## config.mk

```make
export PLATFORM = sky130hd
export DESIGN_NAME = uart_echo_with_offset_unit
export DESIGN_NICKNAME = d
export VERILOG_FILES = /design/src/uecho_pkg.sv /design/src/uecho_core.sv /design/src/uart_echo_with_offset_unit.sv
export SDC_FILE = /design/constraint.sdc
export NUM_CORES = 1
export LEC_CHECK = 0
export BUFFER_PORTS_ARGS = -buffer_cell sky130_fd_sc_hd__clkbuf_2
export CORE_MARGIN = 1.5
export CORE_UTILIZATION = 55
export DETAILED_ROUTE_END_ITERATION = 8
export PLACE_DENSITY = 0.81
export SLEW_MARGIN = 20
export SYNTH_ARGS = -nofsm -noshare
export SYNTH_HDL_FRONTEND = slang
export SYNTH_SLANG_ARGS = --single-unit
```

## constraint.sdc

```tcl
create_clock -name clk -period 4.4 [get_ports clk]
set_clock_uncertainty 0.15 [all_clocks]
set_input_delay 0.22 -clock clk [delete_from_list [all_inputs] [get_ports clk]]
set_output_delay 0.22 -clock clk [all_outputs]
set_load 0.03 [all_outputs]
```

## src/uecho_pkg.sv

```systemverilog
`timescale 1ns / 1ps
// Package for the UART echo unit: result word type, phase codes, register indexes.
// No dependencies.
package uecho_pkg;

	localparam int CFG_IDX_W = 2;

	localparam logic [CFG_IDX_W-1:0] CFG_BIT_TICKS   = 2'd0;
	localparam logic [CFG_IDX_W-1:0] CFG_CASE_OFFSET = 2'd1;

	localparam logic [15:0] BIT_TICKS_RST   = 16'd48;
	localparam logic [7:0]  CASE_OFFSET_RST = 8'h20;

	typedef enum logic [3:0] {
		PH_IDLE  = 4'b0001,
		PH_START = 4'b0010,
		PH_DATA  = 4'b0100,
		PH_TX    = 4'b1000
	} phase_t;

	typedef struct packed {
		logic       tx_level;
		logic [7:0] rx_byte;
		logic       byte_valid;
		logic       false_start;
		logic       busy_res;
	} res_t;

endpackage

```

## src/uecho_core.sv

```systemverilog
`timescale 1ns / 1ps
// Frame engine of the UART echo unit: receive/transmit state and one-tick step logic.
// Depends on uecho_pkg.
module uecho_core #(
	parameter int DATA_BITS = 8
) (
	input  logic               clk,
	input  logic               arst_n,
	input  logic               step,
	input  logic               rx_level,
	input  logic [15:0]        bit_ticks,
	input  logic [7:0]         case_offset,
	output uecho_pkg::res_t    res
);

	localparam int FRAME_BITS = DATA_BITS + 2;
	localparam int SUB_W      = (DATA_BITS > 8) ? DATA_BITS : 8;

	uecho_pkg::phase_t         phase_q, phase_d;
	logic [15:0]               tick_q, tick_d, tick_inc;
	logic [3:0]                bits_q, bits_d, bits_inc;
	logic [DATA_BITS-1:0]      rx_shift_q, rx_shift_d, rx_next;
	logic [FRAME_BITS-1:0]     tx_shift_q, tx_shift_d;
	logic                      last_rx_q;
	logic [15:0]               period, half;
	logic [SUB_W-1:0]          rx_ext, echo_ext;

	assign period   = (bit_ticks == 16'd0) ? 16'd1 : bit_ticks;
	assign half     = (bit_ticks[15:1] == 15'd0) ? 16'd1 : {1'b0, bit_ticks[15:1]};
	assign tick_inc = tick_q + 16'd1;
	assign bits_inc = bits_q + 4'd1;
	assign rx_next  = {rx_level, rx_shift_q[DATA_BITS-1:1]};
	assign rx_ext   = SUB_W'(rx_next);
	assign echo_ext = rx_ext - SUB_W'(case_offset);

	always_comb begin
		phase_d     = phase_q;
		tick_d      = tick_q;
		bits_d      = bits_q;
		rx_shift_d  = rx_shift_q;
		tx_shift_d  = tx_shift_q;
		res         = '0;
		res.tx_level = 1'b1;
		case (phase_q)
			uecho_pkg::PH_IDLE: begin
				// falling edge opens a frame
				if (last_rx_q && !rx_level) begin
					phase_d = uecho_pkg::PH_START;
					tick_d  = '0;
				end
			end
			uecho_pkg::PH_START: begin
				tick_d = tick_inc;
				if (tick_inc >= half) begin
					tick_d = '0;
					if (rx_level) begin
						res.false_start = 1'b1;
						phase_d         = uecho_pkg::PH_IDLE;
					end else begin
						bits_d     = '0;
						rx_shift_d = '0;
						phase_d    = uecho_pkg::PH_DATA;
					end
				end
			end
			uecho_pkg::PH_DATA: begin
				tick_d = tick_inc;
				if (tick_inc >= period) begin
					tick_d     = '0;
					rx_shift_d = rx_next;
					bits_d     = bits_inc;
					if (bits_inc >= 4'(DATA_BITS)) begin
						res.byte_valid = 1'b1;
						res.rx_byte    = rx_ext[7:0];
						tx_shift_d     = {1'b1, echo_ext[DATA_BITS-1:0], 1'b0};
						bits_d         = '0;
						phase_d        = uecho_pkg::PH_TX;
					end
				end
			end
			uecho_pkg::PH_TX: begin
				res.tx_level = tx_shift_q[0];
				tick_d       = tick_inc;
				if (tick_inc >= period) begin
					tick_d     = '0;
					tx_shift_d = {1'b1, tx_shift_q[FRAME_BITS-1:1]};
					bits_d     = bits_inc;
					if (bits_inc >= 4'(FRAME_BITS)) begin
						bits_d     = '0;
						tx_shift_d = '1;
						phase_d    = uecho_pkg::PH_IDLE;
					end
				end
			end
			default: begin
				phase_d = uecho_pkg::PH_IDLE;
			end
		endcase
		res.busy_res = (phase_d != uecho_pkg::PH_IDLE);
	end

	always_ff @(posedge clk or negedge arst_n) begin
		if (!arst_n) begin
			phase_q    <= uecho_pkg::PH_IDLE;
			tick_q     <= '0;
			bits_q     <= '0;
			rx_shift_q <= '0;
			tx_shift_q <= '1;
			last_rx_q  <= 1'b1;
		end else if (step) begin
			phase_q    <= phase_d;
			tick_q     <= tick_d;
			bits_q     <= bits_d;
			rx_shift_q <= rx_shift_d;
			tx_shift_q <= tx_shift_d;
			last_rx_q  <= rx_level;
		end
	end

endmodule

```

## src/uart_echo_with_offset_unit.sv

```systemverilog
`timescale 1ns / 1ps
// Top level of the UART echo unit: handshakes, configuration registers, result register.
// Depends on uecho_pkg and uecho_core.
//
// Half-duplex 8N1 UART echo. Each input word is one sample of the receive
// line; each accepted word yields exactly one result word carrying the
// transmit line level, the received byte with its strobe, a false-start
// flag and a busy flag. A falling edge starts a frame, the start bit is
// rechecked at half a bit period, DATA_BITS data bits are sampled LSB
// first one period apart, and the byte minus case_offset (wrapping) is
// sent back as start bit, data bits and stop bit. Rate: one word per clock
// unless out_ready stalls it; the frame step is combinational from the
// sampled word to the result register, so a word's result appears in the
// next cycle. in_ready is high whenever the result register is empty or
// is being drained in the same cycle. Configuration (index 0 bit_ticks,
// index 1 case_offset) is a plain write port and takes effect at once.
module uart_echo_with_offset_unit #(
	parameter int DATA_BITS = 8
) (
	input  logic                              clk,
	input  logic                              arst_n,
	input  logic                              in_valid,
	output logic                              in_ready,
	input  logic                              rx_level,
	output logic                              out_valid,
	input  logic                              out_ready,
	output logic                              tx_level,
	output logic [7:0]                        rx_byte,
	output logic                              byte_valid,
	output logic                              false_start,
	output logic                              busy_res,
	input  logic                              cfg_we,
	input  logic [uecho_pkg::CFG_IDX_W-1:0]   cfg_index,
	input  logic [15:0]                       cfg_wdata
);

	logic [15:0]     bit_ticks_q;
	logic [7:0]      case_offset_q;
	logic            out_valid_q;
	uecho_pkg::res_t res_next, res_q;
	logic            take;

	// accept a word while the result register is free or being drained
	assign in_ready = !out_valid_q || out_ready;
	assign take     = in_valid && in_ready;

	// configuration registers
	always_ff @(posedge clk or negedge arst_n) begin
		if (!arst_n) begin
			bit_ticks_q   <= uecho_pkg::BIT_TICKS_RST;
			case_offset_q <= uecho_pkg::CASE_OFFSET_RST;
		end else if (cfg_we) begin
			if (cfg_index == uecho_pkg::CFG_BIT_TICKS) begin
				bit_ticks_q <= cfg_wdata;
			end
			if (cfg_index == uecho_pkg::CFG_CASE_OFFSET) begin
				case_offset_q <= cfg_wdata[7:0];
			end
		end
	end

	uecho_core #(
		.DATA_BITS(DATA_BITS)
	) u_core (
		.clk         (clk),
		.arst_n      (arst_n),
		.step        (take),
		.rx_level    (rx_level),
		.bit_ticks   (bit_ticks_q),
		.case_offset (case_offset_q),
		.res         (res_next)
	);

	// result register: load on accept, drop valid when taken with nothing new
	always_ff @(posedge clk or negedge arst_n) begin
		if (!arst_n) begin
			out_valid_q <= 1'b0;
		end else if (take) begin
			out_valid_q <= 1'b1;
		end else if (out_ready) begin
			out_valid_q <= 1'b0;
		end
	end

	always_ff @(posedge clk) begin
		if (take) begin
			res_q <= res_next;
		end
	end

	assign out_valid   = out_valid_q;
	assign tx_level    = res_q.tx_level;
	assign rx_byte     = res_q.rx_byte;
	assign byte_valid  = res_q.byte_valid;
	assign false_start = res_q.false_start;
	assign busy_res    = res_q.busy_res;

`ifndef SYNTHESIS
	// a received byte always starts transmission, so the frame stays busy
	a_byte_busy: assert property (@(posedge clk) disable iff (!arst_n)
		(out_valid_q && res_q.byte_valid) |-> res_q.busy_res)
		else $error("byte strobe without busy");

	// a false start returns to idle
	a_fstart_idle: assert property (@(posedge clk) disable iff (!arst_n)
		(out_valid_q && res_q.false_start) |-> !res_q.busy_res)
		else $error("false start left block busy");

	// the two strobes cannot fire on one tick
	a_strobe_excl: assert property (@(posedge clk) disable iff (!arst_n)
		out_valid_q |-> !(res_q.byte_valid && res_q.false_start))
		else $error("byte strobe and false start together");

	// a low transmit line only occurs inside a frame
	a_tx_low_busy: assert property (@(posedge clk) disable iff (!arst_n)
		(out_valid_q && !res_q.tx_level) |-> res_q.busy_res)
		else $error("transmit line low while idle");

	// an accepted word always produces a pending result next cycle
	a_take_result: assert property (@(posedge clk) disable iff (!arst_n)
		take |=> out_valid_q)
		else $error("accepted word produced no result");
`endif

endmodule
```

==> results of run 1 <==
==> synthesized netlist by cell type (2+ instances only) <==
cell and n:
a211oi_1 4, a21o_1 3, a21oi_1 19, a22o_1 17, a31oi_1 4, and2_1 10
buf_2 3, clkbuf_1 7, dfrtp_1 52, dfstp_2 14, edfxtp_1 12, ha_1 41
inv_1 45, mux2_2 11, nand2_1 49, nand2b_1 10, nand3_1 8, nand3b_1 3
nand4_1 7, nor2_1 26, nor2b_1 4, nor3_1 4, nor3b_1 2, nor4_1 3
o211ai_1 3, o21a_1 4, o21ai_0 43, o22ai_1 5, or3_1 2, xnor2_1 12
xor2_1 10
==> stage by stage <==
step                power (mW)  hold WS [ns]  utilization  std cells
floorplan                 1.22        -0.226            -        463
global placement          1.33         0.122        0.600        598
detailed placement        1.36         0.131        0.600        598
CTS                       1.95        0.0439        0.649        633
global route              2.05        0.0405        0.652        636
finish                    1.94        0.0713        0.652        636
==> repair_timing <==
action	in CTS	in global routing
endpoints found under the hold margin	41	0
endpoints found under the setup margin	0	3
resized for setup	0	1
hold buffers	19	0
buffers inserted	0	3
==> worst max-delay path, stage by stage, from the launching register on <==
cell	delay, ns
dfrtp_1	0.50
ha_1	0.28
nand3_1	0.21
nor2_1	0.25
nand3_1	0.14
nor3_1	0.21
xor2_1	0.28
ha_1	0.29
o21ai_0	0.15
nor2_1	0.05
a2111oi_0	0.36
o21ai_0	0.15
buf_4	0.20
a31oi_1	0.16
or3_1	0.32
a22o_1	0.20
==> cell type report <==
class / instances / area, um2 / share of cell area
Inverter: 46 / 173 / 0.0326
Multi-Input combinational cell: 327 / 2330 / 0.439
Clock buffer: 9 / 124 / 0.0234
Timing Repair Buffer: 64 / 435 / 0.0821
Sequential cell: 78 / 2030 / 0.383
Tap cell: 105 / 131 / 0.0248
Clock inverter: 7 / 80.1 / 0.0151
==> final timing paths <==
| path | from | end | slack [ns] |
|---|---|---|---|
| worst max-delay path | u_core.tick_q[0] | u_core.rx_shift_q[1] | 0.44 |
| worst min-delay path | rx_level | u_core.rx_shift_q[7] | 0.07 |
| worst max register to register | u_core.tick_q[0] | u_core.rx_shift_q[1] | 0.44 |
| worst min register to register | u_core.last_rx_q | u_core.last_rx_q | 0.34 |
| max in group asynchronous | arst_n | case_offset_q[5] | 2.86 |
| min in group asynchronous | arst_n | u_core.bits_q[3] | 0.25 |
==> routing by layer <==
layer	routed length (um)	part of all wire	vias to the layer above
met1	4290	0.41	1738
li1	-	-	1749
met3	391	0.038	30
met2	5370	0.52	82
met4	363	0.035	0
met5	0	0	-
==> flip-flops by register name, summed over array words and instances, names as in the netlist, 4 cells and up <==
name               cells
rx_byte                8
u_core.tick_q         16
case_offset_q          8
u_core.bits_q          4
u_core.tx_shift_q      9
bit_ticks_q           16
u_core.rx_shift_q      7
u_core.phase_q         4
==> power groups by stage <==
stage	logic, mW	registers, mW	clock network, mW
after detailed placement	0.470	0.891	0
after floorplan	0.335	0.887	0
after global placement	0.446	0.889	0
after global routing	0.557	0.892	0.604
final	0.493	0.879	0.570
after CTS	0.490	0.879	0.578
==> cells by family after synthesis <==
family | count (synthesis)
adders and majority gates | 42
and+or+nand+nor | 138
buffers and inverters | 58
xor gates and xnor gates | 23
AOI/OAI and AO/OA | 113
muxes | 11
DFF | 78
==> flow_summary_export.csv, run 1 <==
group,metric,value,unit
yosys,synthMuxAreaShare,0.0271,
worst_setup_path,startpoint_type,"flip-flop",
power_and_ir_drop,swShare,0.333,
route,viasPerCell,5.66,
power_and_ir_drop,powerDensity,366,nW/um2
route,drtIter0Drc,148,
run,cap_violations,0,
clock_tree,cts_buffers,9,
grt,grt_util_all_layers,0.257,
power_and_ir_drop,p_leak,2.50,nW
clock_tree,cts.sinks,78,
worst_setup_path,reg2reg_depth,15,
sta,worst_slack,0.444,ns
yosys,synth_area_per_cell,9.88,um2
worst_setup_path,crit_required,4.56,ns
grt,antenna_found_initial,0,
grt,gr-total-overflow,0,
cells_and_area,final_cell_mix,"52 x dfrtp_1, 49 x nand2_1, 45 x inv_1, 43 x o21ai_0, 41 x ha_1",
grt,first_global_vias,3749,
route,wl_per_cell,16.4,um
sta,timing.final.crit_share,0.899,
sta,max_freq,0.253,GHz
clock_tree,cts-root-buf,"clkbuf_8",
grt,use_met3,0.0615,
outcome,status,"finished clean",
clock_tree,clock_path_buffers,2,
die,dieArea,8870,um2
die,die_h,94.2,um
die,dieWidth,94.2,um
yosys,yosysSeqAreaShare,0.444,
yosys,syn_area,4570,um2
cells_and_area,fin_nets,592,
yosys,synth_fa_ha_area_frac,0.117,
sta,tightest_slew,0.943,ns
sta,slew_viol_final,0,
route,via_count,3599,
power_and_ir_drop,seqPwrFrac,0.453,
power_and_ir_drop,peakVddDrop,0.206,mV
clock_tree,clk_pin_slew,0.09,ns
die,core-area,8130,um2
yosys,netlist-cell-type-count,57,
yosys,synthXorXnorAreaFrac,0.0457,
yosys,yosys_warnings,0,
yosys,syn_inst,463,
yosys,synth-simple-area-share,0.160,
yosys,synth_edf_count,12,
grt,busiest_layer,"met2",
placed_design,place_congestion,0.857,
grt,met2_usage,0.444,
yosys,synth_top_area_frac,0.284,
placed_design,io_buffers,37,
placed_design,dpl_cell_area,4880,um2
grt,grt_max_degree,42,
sta,fin_tns_setup,0,ns
yosys,synth_top_family_by_area,"simple AND/OR/NAND/NOR gates",
yosys,synth.largest_area_cell,"dfrtp_1",
route,drc_errors,0,
worst_setup_path,critPathKind,"reg2reg",
clock_tree,cts_tree,"done",
cells_and_area,final_common_cell,"dfrtp_1",
power_and_ir_drop,p_int,1.30,mW
sta,hold_violations,0,
placed_design,place_hpwl,7.47,mm
clock_tree,insertion_delay,0.37,ns
worst_setup_path,cp.arrival,4.12,ns
clock_tree,htreeDepth,3,
cells_and_area,final_cell_area,5300,um2
cells_and_area,layout-drive-gt1-share,0.185,
die,io_pins,38,
yosys,synth_compound_area_frac,0.158,
die,initial_utilization,0.562,
yosys,synth-main-ff-cell,"dfrtp_1",
sta,rsz0062_at_grt,"false",
worst_hold_path,min-delay-path-class,"in2reg",
die,std_cell_rows,33,
route,drt-total-wl,10.4,mm
sta,relSlewSlack,0.369,
power_and_ir_drop,switching_power,646,uW
sta,setup_viol_count_final,0,
cells_and_area,fillers,642,
grt,grt_first_pass_wirelength,17.3,mm
route,antenna_left,0,
yosys,syn-num-nets,529,
worst_setup_path,crit_fanout,11,
power_and_ir_drop,clockPowerShare,0.294,
cells_and_area,area_delta_synth_final,15.9,%
grt,use_met1,0.292,
cells_and_area,antennaDiodeCount,0,
placed_design,pre_cts_ws,0.511,ns
route,first_pass_iters,4,
yosys,synthTopCellsByArea,"dfrtp_1 28%, ha_1 11%, dfstp_2 8.0%",
worst_hold_path,hold_depth,2,
yosys,async_reset_ff_frac,0.846,
worst_setup_path,endpoint_kind,"flip-flop",
sta,finalCriticalPeriod,3.96,ns
power_and_ir_drop,comb_power_share,0.254,
yosys,synth_seq_cells,78,
Power figures use the tool's default switching activity.
==> run 2: changes to the inputs <==
- CORE_UTILIZATION: 55 -> 45
- PLACE_DENSITY: 0.81 -> 0.7
==> run 2 against run 1 <==
Fmax is 0.32% higher; sequential share of layout area hardly changed; combinational power decreased by 1%; via count is 3.2% lower; core utilization is 11 points lower; count of clock-buffer cells in the layout unchanged; worst hold slack got worse by 0.0056 ns; routed wire length decreased by 5.6%; sequential power is essentially flat; power shrank 2.4%; non-clock buffer count shrank 1; die area up 21%.
==> flow_summary_export.csv, run 2 (synthesis results as in run 1) <==
group,metric,value,unit
power_and_ir_drop,total_power,1.90,mW
die,std_cell_rows,36,
worst_setup_path,regToRegSetupSlack,0.46,ns
worst_setup_path,crit_required,4.53,ns
cells_and_area,fin_nets,591,
worst_hold_path,min-delay-path-class,"in2reg",
sta,slew_viol_final,0,
route,wl_per_cell,14.8,um
die,dieWidth,104,um
grt,first_global_vias,3608,
placed_design,io_buffers,37,
cells_and_area,reg.largest.list,"bit_ticks_q: 16 flops, u_core.tick_q: 16 flops, u_core.tx_shift_q: 9 flops",
grt,antenna_found_initial,0,
power_and_ir_drop,powerDensity,357,nW/um2
cells_and_area,final_common_cell,"dfrtp_1",
route,via_count,3485,
sta,finalCriticalPeriod,3.94,ns
cells_and_area,layout-drive-gt1-share,0.183,
placed_design,pre_cts_ws,0.345,ns
cells_and_area,antennaDiodeCount,0,
sta,timing.final.crit_share,0.896,
die,io_pins,38,
sta,setup_viol_count_final,0,
placed_design,place_congestion,0.845,
sta,tightest_slew,0.882,ns
cells_and_area,final_util,0.541,
worst_setup_path,reg2reg_depth,15,
power_and_ir_drop,p_int,1.24,mW
worst_setup_path,crit-reg2reg-launch,"u_core.tick_q[0]",
cells_and_area,final_cell_mix,"52 x dfrtp_1, 49 x nand2_1, 45 x inv_1, 42 x o21ai_0, 41 x ha_1",
clock_tree,clk_pin_slew,0.09,ns
power_and_ir_drop,seqPwrFrac,0.465,
route,antenna_left,0,
sta,max_freq,0.254,GHz
worst_setup_path,crit_fanout,9,
sta,worst_slack,0.456,ns
sta,hold_violations,0,
sta,relSlewSlack,0.412,
clock_tree,cts_tree,"done",
clock_tree,cts.sinks,78,
worst_hold_path,hold_depth,3,
sta,fin_tns_setup,0,ns
worst_hold_path,hold_path_end,"u_core.last_rx_q",
route,viasPerCell,5.26,
power_and_ir_drop,switching_power,652,uW
power_and_ir_drop,peakVddDrop,0.160,mV
die,dieArea,10800,um2
outcome,status,"finished clean",
clock_tree,insertion_delay,0.36,ns
clock_tree,clock_path_buffers,2,
worst_setup_path,critPathKind,"reg2reg",
run,cap_violations,0,
power_and_ir_drop,p_leak,2.47,nW
power_and_ir_drop,comb_power_share,0.257,
route,drt-total-wl,9.84,mm
placed_design,place_hpwl,7.34,mm
grt,gr-total-overflow,0,
clock_tree,htreeDepth,3,
power_and_ir_drop,swShare,0.344,
sta,rsz0062_at_grt,"false",
worst_setup_path,endpoint_kind,"flip-flop",
power_and_ir_drop,clockPowerShare,0.278,
clock_tree,cts-root-buf,"clkbuf_8",
cells_and_area,area_delta_synth_final,16.1,%
clock_tree,cts_buffers,9,
route,drtIter0Drc,138,
grt,grt_util_all_layers,0.195,
die,die_h,104,um
die,initial_utilization,0.466,
route,drc_errors,0,
worst_setup_path,r2r_end,"u_core.tick_q[13]",
grt,grt_max_degree,39,
sta,holdWs,0.0657,ns
grt,grt_first_pass_wirelength,17.0,mm
die,core-area,9820,um2
route,first_pass_iters,4,
worst_hold_path,hold_start,"rx_level",
worst_setup_path,startpoint_type,"flip-flop",
worst_setup_path,cp.arrival,4.08,ns
run 2: timing repair:
item / CTS / global route
endpoints found under the hold margin: 51 / 0
hold buffers: 19 / 0
resized for setup: 0 / 1
endpoints found under the setup margin: 0 / 14
buffers inserted: 0 / 1
run 2: layout make-up:
class                   instances  area, um2
inverters                      46        173
repair buffers                 63        428
fillers                       933       4510
multi-input cells             327       2320
clock inverters                 7       65.1
clock buffers                   9        124
flip-flops and latches         78       2030
well taps                     133        166
run 2: per-stage QoR:
stage,instance area (um2),std cells
floorplan,4570,463
global placement,4920,627
detailed placement,4920,627
CTS,5300,662
global route,5310,663
finish,5310,663
run 2: worst max-delay path by stage:
stage / endpoint / from / depth (start not counted) / slack [ns]
finish: u_core.tick_q[13] / u_core.tick_q[0] / 15 / 0.46
global route: u_core.rx_shift_q[7] / u_core.tick_q[0] / 15 / 0.06
CTS: u_core.tx_shift_q[8] / u_core.tick_q[0] / 15 / 0.33
detailed placement: u_core.tx_shift_q[8] / u_core.tick_q[0] / 15 / 0.35
global placement: u_core.tx_shift_q[8] / u_core.tick_q[0] / 15 / 0.53
floorplan: u_core.tick_q[0] / u_core.tick_q[0] / 16 / 0.84
run 2: power groups by stage:
stage          clock network, mW  logic (mW)  registers (mW)
2_1_floorplan                  0       0.335           0.887
3_3_place_gp                   0       0.454           0.890
3_5_place_dp                   0       0.470           0.895
4_1_cts                    0.541       0.485           0.882
5_1_grt                    0.564       0.559           0.893
6_report                   0.526       0.487           0.882
run 2: worst max-delay path, stage by stage, from the launching register on:
cell	delay, ns
dfrtp_1	0.51
ha_1	0.27
nand3_1	0.20
nor2_1	0.23
nand3_1	0.13
nor3_1	0.19
xor2_1	0.28
ha_1	0.30
o21ai_0	0.19
nor2_1	0.06
a2111oi_0	0.36
o21ai_1	0.19
o32ai_2	0.37
buf_4	0.29
nand2_1	0.06
o21ai_0	0.09
run 2: layer usage:
layer	vias up	wire, um	GRT usage
li1	1754	-	-
met1	1651	4440	0.244
met2	60	4890	0.335
met3	20	303	0.0453
met4	0	214	0.0585
met5	-	0	0
